===== config.mk =====
export PLATFORM = sky130hd
export DESIGN_NAME = packet_header_worker_steering_core
export DESIGN_NICKNAME = d
export VERILOG_FILES = /design/src/hdl/phws_pkg.sv /design/src/hdl/packet_header_worker_steering_core.sv /design/src/hdl/phws_ctrl.sv /design/src/hdl/phws_dpath.sv
export VERILOG_INCLUDE_DIRS = /design/src /design/src/hdl
export SDC_FILE = /design/constraint.sdc
export NUM_CORES = 1
export LEC_CHECK = 0
export BUFFER_PORTS_ARGS = -buffer_cell sky130_fd_sc_hd__buf_2
export CORE_ASPECT_RATIO = 0.8
export CORE_MARGIN = 2
export CORE_UTILIZATION = 63
export DETAILED_ROUTE_END_ITERATION = 10
export PLACE_DENSITY = 0.81
export SYNTH_ARGS = -nofsm -noshare
export SYNTH_HDL_FRONTEND = slang
export SYNTH_SLANG_ARGS = --single-unit
export TNS_END_PERCENT = 50

===== constraint.sdc =====
create_clock -name clk_i -period 5.8 [get_ports clk_i]
set_input_delay 0 -clock clk_i [delete_from_list [all_inputs] [get_ports clk_i]]
set_output_delay 0 -clock clk_i [all_outputs]
set_load 0.01 [all_outputs]

===== src/hdl/assert_macros.svh =====
// assertion macros used by the steering core controller
`ifndef ASSERT_MACROS_SVH
`define ASSERT_MACROS_SVH

`ifndef SYNTH
// clocked check, masked while reset is asserted
`define ASSERT_CLK(lbl, prop) \
  lbl: assert property (@(posedge clk_i) disable iff (!rst_ni) prop) else $error("%m failed");
// clocked check that also holds during reset
`define ASSERT_ALWAYS(lbl, prop) \
  lbl: assert property (@(posedge clk_i) prop) else $error("%m failed");
`else
`define ASSERT_CLK(lbl, prop)
`define ASSERT_ALWAYS(lbl, prop)
`endif

`endif


===== src/hdl/phws_pkg.sv =====
// types and constants of the header steering core
`timescale 1ns / 1ps
package phws_pkg;

  // configuration register indexes
  localparam logic [1:0] RegWorkerCount  = 2'd0;
  localparam logic [1:0] RegExtraTagType = 2'd1;
  localparam logic [1:0] RegIpv6HashByte = 2'd2;

  // drop reasons
  localparam logic [3:0] RsnNone       = 4'd0;
  localparam logic [3:0] RsnShort      = 4'd1;
  localparam logic [3:0] RsnUnknown    = 4'd2;
  localparam logic [3:0] RsnLldp       = 4'd3;
  localparam logic [3:0] RsnBadVersion = 4'd4;
  localparam logic [3:0] RsnUnsupProto = 4'd5;
  localparam logic [3:0] RsnNoGreKey   = 4'd6;
  localparam logic [3:0] RsnInnerTag   = 4'd7;
  localparam logic [3:0] RsnDeepStack  = 4'd8;

  // ethertypes and protocols
  localparam logic [15:0] EthMpls  = 16'h8847;
  localparam logic [15:0] EthQinq  = 16'h88A8;
  localparam logic [15:0] EthIpv4  = 16'h0800;
  localparam logic [15:0] EthIpv6  = 16'h86DD;
  localparam logic [15:0] EthLldp  = 16'h88CC;
  localparam logic [15:0] EthVlan  = 16'h8100;
  localparam logic [7:0]  ProtoGre = 8'd47;
  localparam logic [7:0]  ProtoUdp = 8'd17;

  // remainder unit runs one hash bit per cycle
  localparam int DivSteps = 32;
  localparam int DivCntW  = $clog2(DivSteps);

  // controller to datapath commands
  typedef struct packed {
    logic accept;    // input item taken this cycle
    logic div_step;  // one remainder step
    logic load_end;  // load the drop verdict of the closing item
    logic load_div;  // load the port from the remainder unit
  } phws_cmd_t;

  // datapath to controller status
  typedef struct packed {
    logic need_div;  // closing item carries a port verdict
  } phws_status_t;

endpackage


===== src/hdl/packet_header_worker_steering_core.sv =====
// Ethernet header steering core: one verdict per frame on the last byte.
// Takes one frame byte per cycle while parsing. A frame that is dropped
// gives its verdict in the cycle after its last byte is taken. A frame
// steered to a worker runs a bit-serial remainder unit (hash modulo worker
// count, plus the worker count for IPv6 frames) after its last byte, then
// waits in a load state until the output register is free; the verdict is
// registered from that state. No byte is taken in those states. The
// verdict waits in an output register, and no byte of the next frame is
// taken while that register is full and not being read. Configuration
// writes are always taken (cfg_ready_o is tied high); index 3 is ignored.
`timescale 1ns / 1ps
module packet_header_worker_steering_core #(
  parameter int MAX_LABELS      = 8,
  parameter int MIN_FRAME_BYTES = 60
) (
  input  logic        clk_i,
  input  logic        rst_ni,
  input  logic        in_valid_i,
  output logic        in_ready_o,
  input  logic [7:0]  data_byte_i,
  input  logic        frame_end_i,
  output logic        out_valid_o,
  input  logic        out_ready_i,
  output logic [7:0]  dest_port_o,
  output logic        dropped_o,
  output logic [3:0]  drop_reason_o,
  input  logic        cfg_valid_i,
  output logic        cfg_ready_o,
  input  logic [1:0]  cfg_index_i,
  input  logic [15:0] cfg_data_i
);
  import phws_pkg::*;

  phws_cmd_t    cmd;
  phws_status_t status;

  assign cfg_ready_o = 1'b1;

  // control
  phws_ctrl u_ctrl (
    .clk_i       (clk_i),
    .rst_ni      (rst_ni),
    .in_valid_i  (in_valid_i),
    .in_ready_o  (in_ready_o),
    .frame_end_i (frame_end_i),
    .out_valid_o (out_valid_o),
    .out_ready_i (out_ready_i),
    .status_i    (status),
    .cmd_o       (cmd)
  );

  // parser and remainder datapath
  phws_dpath #(
    .MAX_LABELS      (MAX_LABELS),
    .MIN_FRAME_BYTES (MIN_FRAME_BYTES)
  ) u_dpath (
    .clk_i         (clk_i),
    .rst_ni        (rst_ni),
    .cfg_valid_i   (cfg_valid_i),
    .cfg_index_i   (cfg_index_i),
    .cfg_data_i    (cfg_data_i),
    .data_byte_i   (data_byte_i),
    .frame_end_i   (frame_end_i),
    .cmd_i         (cmd),
    .status_o      (status),
    .dest_port_o   (dest_port_o),
    .dropped_o     (dropped_o),
    .drop_reason_o (drop_reason_o)
  );

endmodule


===== src/hdl/phws_ctrl.sv =====
// controller: handshakes, remainder sequencing and output slot
`timescale 1ns / 1ps
`include "assert_macros.svh"
module phws_ctrl (
  input  logic                  clk_i,
  input  logic                  rst_ni,
  input  logic                  in_valid_i,
  output logic                  in_ready_o,
  input  logic                  frame_end_i,
  output logic                  out_valid_o,
  input  logic                  out_ready_i,
  input  phws_pkg::phws_status_t status_i,
  output phws_pkg::phws_cmd_t    cmd_o
);
  import phws_pkg::*;

  typedef enum logic [1:0] {S_PARSE, S_DIV, S_LOAD} state_e;

  state_e               state_q;
  logic [DivCntW-1:0]   cnt_q;
  logic                 out_valid_q;
  logic                 slot_free;
  logic                 acc;

  // output slot is free when empty or being drained
  assign slot_free  = !out_valid_q || out_ready_i;
  assign in_ready_o = (state_q == S_PARSE) && slot_free;
  assign acc        = in_valid_i && in_ready_o;
  assign out_valid_o = out_valid_q;

  // command decode
  always_comb begin
    cmd_o          = '0;
    cmd_o.accept   = acc;
    cmd_o.load_end = acc && frame_end_i && !status_i.need_div;
    cmd_o.div_step = (state_q == S_DIV);
    cmd_o.load_div = (state_q == S_LOAD) && slot_free;
  end

  // state and output valid
  always_ff @(posedge clk_i or negedge rst_ni) begin
    if (!rst_ni) begin
      state_q     <= S_PARSE;
      cnt_q       <= '0;
      out_valid_q <= 1'b0;
    end else begin
      if (cmd_o.load_end || cmd_o.load_div) begin
        out_valid_q <= 1'b1;
      end else if (out_ready_i) begin
        out_valid_q <= 1'b0;
      end
      case (state_q)
        S_PARSE: begin
          if (acc && frame_end_i && status_i.need_div) begin
            state_q <= S_DIV;
            cnt_q   <= '0;
          end
        end
        S_DIV: begin
          cnt_q <= cnt_q + 1'b1;
          if (cnt_q == DivCntW'(DivSteps - 1)) begin
            state_q <= S_LOAD;
          end
        end
        S_LOAD: begin
          if (slot_free) begin
            state_q <= S_PARSE;
          end
        end
        default: state_q <= S_PARSE;
      endcase
    end
  end

  `ASSERT_CLK(a_div_blocks_input, (state_q != S_PARSE) |-> !in_ready_o)
  `ASSERT_CLK(a_div_start, (acc && frame_end_i && status_i.need_div) |=> (state_q == S_DIV && cnt_q == '0))
  `ASSERT_CLK(a_load_needs_slot, (cmd_o.load_end || cmd_o.load_div) |-> slot_free)
  `ASSERT_CLK(a_single_load, !(cmd_o.load_end && cmd_o.load_div))
  `ASSERT_ALWAYS(a_reset_idle, !rst_ni |=> (state_q == S_PARSE))

endmodule


===== src/hdl/phws_dpath.sv =====
// datapath: config registers, header parser, remainder unit, result register
`timescale 1ns / 1ps
module phws_dpath #(
  parameter int MAX_LABELS      = 8,
  parameter int MIN_FRAME_BYTES = 60
) (
  input  logic                   clk_i,
  input  logic                   rst_ni,
  input  logic                   cfg_valid_i,
  input  logic [1:0]             cfg_index_i,
  input  logic [15:0]            cfg_data_i,
  input  logic [7:0]             data_byte_i,
  input  logic                   frame_end_i,
  input  phws_pkg::phws_cmd_t    cmd_i,
  output phws_pkg::phws_status_t status_o,
  output logic [7:0]             dest_port_o,
  output logic                   dropped_o,
  output logic [3:0]             drop_reason_o
);
  import phws_pkg::*;

  typedef enum logic [2:0] {
    PH_ETH, PH_QINQ, PH_MPLS, PH_MPLS_IP, PH_IP4, PH_IP6, PH_DONE
  } phase_e;

  // configuration
  logic [6:0]  wc_q;
  logic [15:0] xtag_q;
  logic [5:0]  v6byte_q;

  // parse state
  phase_e      phase_q, phase_d;
  logic [15:0] pos_q, pos_d;
  logic [15:0] otype_q, otype_d;
  logic [4:0]  lbl_q, lbl_d;
  logic [7:0]  base_q, base_d;
  logic [7:0]  proto_q, proto_d;
  logic [7:0]  tflags_q, tflags_d;
  logic [31:0] hash_q, hash_d;
  logic [3:0]  rsn_q, rsn_d;
  logic [31:0] phash_q, phash_d;
  logic [6:0]  pwc_q, pwc_d;
  logic        pv6_q, pv6_d;

  // remainder unit
  logic [31:0] num_q;
  logic [6:0]  div_n_q;
  logic        div_v6_q;
  logic [6:0]  rem_q;
  logic [7:0]  trial;
  logic [7:0]  worker;

  // result register
  logic [7:0]  port_q;
  logic [3:0]  out_rsn_q;

  logic [15:0] rel;
  logic [15:0] gre_k;
  logic [31:0] shifted;
  logic        is_short;
  logic [3:0]  end_rsn;

  // configuration writes
  always_ff @(posedge clk_i or negedge rst_ni) begin
    if (!rst_ni) begin
      wc_q     <= 7'd1;
      xtag_q   <= EthVlan;
      v6byte_q <= 6'd23;
    end else if (cfg_valid_i) begin
      case (cfg_index_i)
        RegWorkerCount:  wc_q     <= cfg_data_i[6:0];
        RegExtraTagType: xtag_q   <= cfg_data_i;
        RegIpv6HashByte: v6byte_q <= cfg_data_i[5:0];
        default: ;
      endcase
    end
  end

  assign rel     = (pos_q >= {8'd0, base_q}) ? pos_q - {8'd0, base_q} : 16'd0;
  assign gre_k   = (tflags_q[7:6] != 2'b00) ? 16'd28 : 16'd24;
  assign shifted = {hash_q[23:0], data_byte_i};

  // per-byte header parsing
  always_comb begin
    phase_d  = phase_q;
    pos_d    = (pos_q != 16'hFFFF) ? pos_q + 16'd1 : pos_q;
    otype_d  = otype_q;
    lbl_d    = lbl_q;
    base_d   = base_q;
    proto_d  = proto_q;
    tflags_d = tflags_q;
    hash_d   = hash_q;
    rsn_d    = rsn_q;
    phash_d  = phash_q;
    pwc_d    = pwc_q;
    pv6_d    = pv6_q;
    case (phase_q)
      PH_ETH: begin
        if (pos_q == 16'd12) begin
          otype_d = {data_byte_i, 8'h00};
        end else if (pos_q == 16'd13) begin
          otype_d = {otype_q[15:8], data_byte_i};
          if (otype_d == EthMpls) begin
            phase_d = PH_MPLS;
            base_d  = 8'd14;
            lbl_d   = 5'd0;
          end else if (otype_d == EthQinq) begin
            phase_d = PH_QINQ;
          end else if (otype_d == EthIpv4) begin
            phase_d = PH_IP4;
            base_d  = 8'd14;
          end else if (otype_d == EthIpv6) begin
            phase_d = PH_IP6;
            base_d  = 8'd14;
          end else if (otype_d == EthLldp) begin
            phase_d = PH_DONE;
            rsn_d   = RsnLldp;
          end else if (otype_d == xtag_q) begin
            phase_d = PH_QINQ;
          end else begin
            phase_d = PH_DONE;
            rsn_d   = RsnUnknown;
          end
        end
      end
      PH_QINQ: begin
        if (pos_q == 16'd16) begin
          hash_d = {24'd0, data_byte_i};
        end else if (pos_q == 16'd17) begin
          if ({hash_q[7:0], data_byte_i} != EthVlan) begin
            phase_d = PH_DONE;
            rsn_d   = RsnInnerTag;
          end
        end else if (pos_q == 16'd18) begin
          hash_d = {20'd0, data_byte_i[3:0], 8'd0};
        end else if (pos_q == 16'd19) begin
          hash_d  = hash_q | {24'd0, data_byte_i};
          phase_d = PH_DONE;
          rsn_d   = RsnNone;
          phash_d = hash_d;
          pwc_d   = wc_q;
          pv6_d   = 1'b0;
        end
      end
      PH_MPLS: begin
        if (rel == 16'd2) begin
          tflags_d = {7'd0, data_byte_i[0]};
        end else if (rel == 16'd3) begin
          lbl_d = lbl_q + 5'd1;
          if (tflags_q[0]) begin
            phase_d = PH_MPLS_IP;
            base_d  = pos_q[7:0] + 8'd1;
          end else if (lbl_d >= 5'(MAX_LABELS)) begin
            phase_d = PH_DONE;
            rsn_d   = RsnDeepStack;
          end else begin
            base_d = pos_q[7:0] + 8'd1;
          end
        end
      end
      PH_MPLS_IP: begin
        if (data_byte_i[7:4] == 4'd4) begin
          phase_d = PH_IP4;
        end else if (data_byte_i[7:4] == 4'd6) begin
          phase_d = PH_IP6;
          if (v6byte_q == 6'd0) begin
            phase_d = PH_DONE;
            rsn_d   = RsnNone;
            phash_d = {24'd0, data_byte_i};
            pwc_d   = wc_q;
            pv6_d   = 1'b1;
          end
        end else begin
          phase_d = PH_DONE;
          rsn_d   = RsnBadVersion;
        end
      end
      PH_IP4: begin
        if (rel == 16'd0) begin
          if (data_byte_i[7:4] != 4'd4) begin
            phase_d = PH_DONE;
            rsn_d   = RsnBadVersion;
          end
        end else if (rel == 16'd9) begin
          proto_d = data_byte_i;
          hash_d  = 32'd0;
          if (data_byte_i != ProtoGre && data_byte_i != ProtoUdp) begin
            phase_d = PH_DONE;
            rsn_d   = RsnUnsupProto;
          end
        end else if (proto_q == ProtoUdp) begin
          if (rel >= 16'd16 && rel <= 16'd19) begin
            hash_d = shifted;
            if (rel == 16'd19) begin
              phase_d = PH_DONE;
              rsn_d   = RsnNone;
              phash_d = shifted;
              pwc_d   = wc_q;
              pv6_d   = 1'b0;
            end
          end
        end else if (proto_q == ProtoGre) begin
          if (rel == 16'd20) begin
            tflags_d = data_byte_i;
            if (!data_byte_i[5]) begin
              phase_d = PH_DONE;
              rsn_d   = RsnNoGreKey;
            end
          end else if (rel >= gre_k && rel < gre_k + 16'd4) begin
            hash_d = shifted;
            if (rel == gre_k + 16'd3) begin
              phase_d = PH_DONE;
              rsn_d   = RsnNone;
              phash_d = {4'h0, shifted[27:0]};
              pwc_d   = wc_q;
              pv6_d   = 1'b0;
            end
          end
        end
      end
      PH_IP6: begin
        if (rel == 16'd0 && data_byte_i[7:4] != 4'd6) begin
          phase_d = PH_DONE;
          rsn_d   = RsnBadVersion;
        end else if (rel == {10'd0, v6byte_q}) begin
          phase_d = PH_DONE;
          rsn_d   = RsnNone;
          phash_d = {24'd0, data_byte_i};
          pwc_d   = wc_q;
          pv6_d   = 1'b1;
        end
      end
      default: ;
    endcase
  end

  // verdict of the closing item
  assign is_short = ({1'b0, pos_q} + 17'd1) < 17'(MIN_FRAME_BYTES);
  assign end_rsn  = (is_short || phase_d != PH_DONE) ? RsnShort : rsn_d;
  assign status_o.need_div = frame_end_i && (end_rsn == RsnNone);

  // parse state registers, cleared at the end of each frame
  always_ff @(posedge clk_i or negedge rst_ni) begin
    if (!rst_ni) begin
      phase_q  <= PH_ETH;
      pos_q    <= '0;
      otype_q  <= '0;
      lbl_q    <= '0;
      base_q   <= '0;
      proto_q  <= '0;
      tflags_q <= '0;
      hash_q   <= '0;
      rsn_q    <= '0;
      phash_q  <= '0;
      pwc_q    <= '0;
      pv6_q    <= 1'b0;
    end else if (cmd_i.accept) begin
      if (frame_end_i) begin
        phase_q  <= PH_ETH;
        pos_q    <= '0;
        otype_q  <= '0;
        lbl_q    <= '0;
        base_q   <= '0;
        proto_q  <= '0;
        tflags_q <= '0;
        hash_q   <= '0;
        rsn_q    <= '0;
        phash_q  <= '0;
        pwc_q    <= '0;
        pv6_q    <= 1'b0;
      end else begin
        phase_q  <= phase_d;
        pos_q    <= pos_d;
        otype_q  <= otype_d;
        lbl_q    <= lbl_d;
        base_q   <= base_d;
        proto_q  <= proto_d;
        tflags_q <= tflags_d;
        hash_q   <= hash_d;
        rsn_q    <= rsn_d;
        phash_q  <= phash_d;
        pwc_q    <= pwc_d;
        pv6_q    <= pv6_d;
      end
    end
  end

  // restoring remainder, one hash bit per step
  assign trial  = {rem_q, num_q[31]};
  assign worker = ((div_n_q == 7'd0) ? 8'd0 : {1'b0, rem_q})
                + (div_v6_q ? {1'b0, div_n_q} : 8'd0);

  always_ff @(posedge clk_i) begin
    if (cmd_i.accept && frame_end_i) begin
      num_q    <= phash_d;
      div_n_q  <= pwc_d;
      div_v6_q <= pv6_d;
      rem_q    <= '0;
    end else if (cmd_i.div_step) begin
      num_q <= {num_q[30:0], 1'b0};
      if (div_n_q != 7'd0 && trial >= {1'b0, div_n_q}) begin
        rem_q <= 7'(trial - {1'b0, div_n_q});
      end else begin
        rem_q <= trial[6:0];
      end
    end
  end

  // result register
  always_ff @(posedge clk_i) begin
    if (cmd_i.load_end) begin
      port_q    <= 8'd0;
      out_rsn_q <= end_rsn;
    end else if (cmd_i.load_div) begin
      port_q    <= worker;
      out_rsn_q <= RsnNone;
    end
  end

  assign dest_port_o   = port_q;
  assign drop_reason_o = out_rsn_q;
  assign dropped_o     = (out_rsn_q != RsnNone);

endmodule

==> impl_metrics.py <==
metrics = {
    "outcome": {
        "status": "finished with violations",
        "violations": "DRC",
    },
    "timing": {
        "setup_viol": 0,
        "worst_pin_slew_ps": 1200,
        "holdWs_ps": 44.5,
        "fin_crit_ps": 5490,
        "fin_crit_sh": 0.946,
        "slew_violations": 0,
        "clock_skew_ps": 22.7,
        "finalSetupTns_ps": 0,
        "slew_headroom": 0.182,
        "clock.fmax_mhz": 182,
        "rsz0062_at_grt": "no",
        "finalHoldViolCount": 0,
    },
    "critical_path": {
        "crit_top_cell": "ha_1",
        "critPathSlowestCell": "o41a_1",
        "crit_path_max_fanout": 12,
        "r2r_slack_ps": 310,
        "cp.buffers_inverters": 1,
        "cp.required_ps": 6000,
        "start_kind": "register",
        "cp-end-kind": "register",
        "arrival_ps": 5690,
        "path_delay_family": "compound AO/OA/AOI/OAI gates",
        "critical_path_class": "register to register",
        "slowest_delay_ps": 570,
        "crit_chain": "inv_1 > ha_1 > fa_1 > nand2b_1 > a21bo_2 > a21o_1 > and2_1 > nor2_1 > ha_1 > o21a_1 > o21ai_0 > o311ai_1 > o41a_1 > o21ai_4 > a21oi_2 > a211oi_4 > o221a_2 > a31oi_1",
    },
    "yosys": {
        "async_reset_ff_frac": 0.735,
        "ys.flop_type": "dfrtp_1",
        "syn-cell-area_mm2": 0.0135,
        "synth.avg_cell_area_um2": 9.04,
        "ys_ff_latch": 223,
        "yosysSeqAreaShare": 0.426,
        "synth.area.top_cells": "dfrtp_1 29%, edfxtp_1 9.8%, nand2_1 6.0%",
        "synth_nets": 1558,
        "post_synth_num_cell_types": 102,
        "yosys_warnings": 0,
        "synth_edf_count": 44,
        "synth_area_leader_cell": "dfrtp_1",
        "synth.top_cell.area_share": 0.292,
        "synthMostInstantiatedCell": "nand2_1",
        "syn_inst": 1488,
        "synth_common_cells": "216 x nand2_1, 157 x dfrtp_1, 139 x o21ai_0, 95 x a21oi_1, 85 x nor2_1",
    },
    "hold_path": {
        "min_path_type": "primary input to register",
    },
    "placed_design": {
        "globalplace.congestion": 0.968,
        "io_buffers": 46,
        "dp.final_hpwl_um": 26900,
    },
    "clock_tree": {
        "root_buffer": "clkbuf_16",
        "insertion_delay_ps": 530,
        "clk_path_buf_depth": 3,
        "cts_setup_buffers": 0,
        "cts_tree": "yes",
        "cts_sinks": 223,
        "cts_htree_levels": 1,
        "numCtsBuffers": 23,
        "cts.reportedPaths.clkPinSlew_ps": 60,
    },
    "global_route": {
        "antenna_found_initial": 0,
        "grt_pass1_vias": 11500,
        "grt_pass1_wl_um": 64000,
        "grt_max_degree": 91,
        "grt_usage": 0.358,
        "overflow": 0,
    },
    "die": {
        "initial_core_util": 0.646,
        "dieWidth_um": 167,
        "std_cell_rows": 47,
        "die_y_um": 135,
        "io_pins": 48,
        "core_area_mm2": 0.0208,
        "die_area_mm2": 0.0226,
    },
    "drt": {
        "postRouteAntennaNets": 0,
        "dr.pass1.iters": 9,
        "wl_met2_um": 17400,
        "vias_per_cell": 6.74,
        "drc": 6,
        "drt-initial-drc-count": 1778,
        "highest_layer": "met4",
        "wirelength_um": 40000,
        "wl_per_cell_um": 22.0,
        "wl_met1_um": 17900,
        "dr_wl_met3_um": 3920,
        "vias": 12200,
    },
    "final_layout": {
        "drive_gt1_frac": 0.127,
        "fill_cells": 1572,
        "seqCellArea_mm2": 0.00573,
        "multiInputGateArea_mm2": 0.00727,
        "fin_nets": 1599,
        "area_delta_synth_final_pct": 11.3,
        "diodes": 0,
    },
    "job": {
        "maxCapViolCount": 0,
    },
    "power": {
        "powerDensity_mw_per_mm2": 285,
        "leakage_nw": 6.09,
        "power_mw": 4.27,
        "ir_drop_mv": 0.243,
    },
}
## kinds of logic after synthesis
logic type,share of synthesized area
other cells,0.000279
mux,0.0381
flops,0.426
simple gates,0.196
fa+ha+maj,0.0370
xor+xnor,0.0286
compound gates,0.238
buf+inv,0.0361
## worst paths after layout
check                                                         end  cells after the start                      startpoint
max                        u_dpath.drop_reason_o[3]$_SDFFCE_PN0P_                     18    u_dpath.pos_q[0]$_DFFE_PN0P_
min                                   u_dpath.wc_q[0]$_DFFE_PN1P_                      3                     cfg_valid_i
max reg2reg                u_dpath.drop_reason_o[3]$_SDFFCE_PN0P_                     18    u_dpath.pos_q[0]$_DFFE_PN0P_
min reg2reg                        u_dpath.hash_q[24]$_DFFE_PN0P_                      2  u_dpath.hash_q[24]$_DFFE_PN0P_
max in group asynchronous         u_dpath.phash_q[29]$_DFFE_PN0P_                      3                          rst_ni
min in group asynchronous          u_dpath.proto_q[3]$_DFFE_PN0P_                      2                          rst_ni
## per-stage QoR
step	std cells	area [um2]	setup WS, ps	utilization
floorplan	1488	13500	980	-
global placement	1743	13900	503	0.667
detailed placement	1743	13900	342	0.667
CTS	1815	15000	334	0.719
global route	1815	15000	55.5	0.719
finish	1815	15000	313	0.719
## report_power, final
group          leakage [nW]  switching, mW  internal, mW  total [mW]
combinational          3.00          0.571         0.342       0.913
clock                 0.374          0.635         0.888        1.52
sequential             2.71          0.118          1.72        1.84
total                  6.09           1.32          2.95        4.27
## state kept, by name, summed over array words and instances (netlist names)
name,flops
u_ctrl.cnt_q,5
u_ctrl.out_valid_o,1
u_ctrl.state_q,2
u_dpath.base_q,8
u_dpath.dest_port_o,8
u_dpath.div_n_q,7
u_dpath.div_v6_q,1
u_dpath.drop_reason_o,4
u_dpath.hash_q,32
u_dpath.lbl_q,5
u_dpath.num_q,32
u_dpath.otype_q,8
u_dpath.phase_q,3
u_dpath.phash_q,32
u_dpath.pos_q,16
u_dpath.proto_q,8
u_dpath.pv6_q,1
u_dpath.pwc_q,7
u_dpath.rem_q,7
u_dpath.rsn_q,4
u_dpath.tflags_q,3
u_dpath.v6byte_q,6
u_dpath.wc_q,7
u_dpath.xtag_q,16
## worst reg2reg max path, delay by kind of cell (launching register included)
kind	cells	cell delay, ps
flip-flops	1	510
AO/OA/AOI/OAI	11	2770
AND/OR/NAND/NOR	3	800
buffers and inverters	1	130
adder cells (fa/ha/maj)	3	970
## cell type report
cell class                 instances  share of cell area
clock buffer                      33              0.0443
clock inverter                     9             0.00710
inverter                          40              0.0100
multi-input combinational       1142               0.486
sequential                       223               0.383
tap                              269              0.0225
timing repair buffer              99              0.0474
## metal layers
| layer | track usage | up-vias |
|---|---|---|
| li1 | - | 5573 |
| met1 | 0.543 | 5918 |
| met2 | 0.538 | 651 |
| met3 | 0.0610 | 84 |
| met4 | 0.0850 | 0 |
| met5 | 0 | - |
## cells in the final DEF, fill, tap and decap left out, types with 30 or more instances in the layout
| cell type | instances |
|---|---|
| nand2_1 | 213 |
| a22oi_1 | 30 |
| edfxtp_1 | 44 |
| dlygate4sd3_1 | 30 |
| inv_1 | 38 |
| dfrtp_1 | 157 |
| mux2_2 | 34 |
| xnor2_1 | 34 |
| nand3_1 | 34 |
| buf_2 | 45 |
| o21ai_0 | 139 |
| a21oi_1 | 94 |
| nor2_1 | 84 |
| ha_1 | 35 |
| a22o_1 | 50 |
## what timing repair did
| action | in CTS | in global routing |
|---|---|---|
| gates resized for setup | 0 | 2 |
| hold endpoints to repair | 142 | 0 |
| endpoints found under the setup margin | 0 | 4 |
| hold buffers | 30 | 0 |
(Power assumes the default switching activity.)
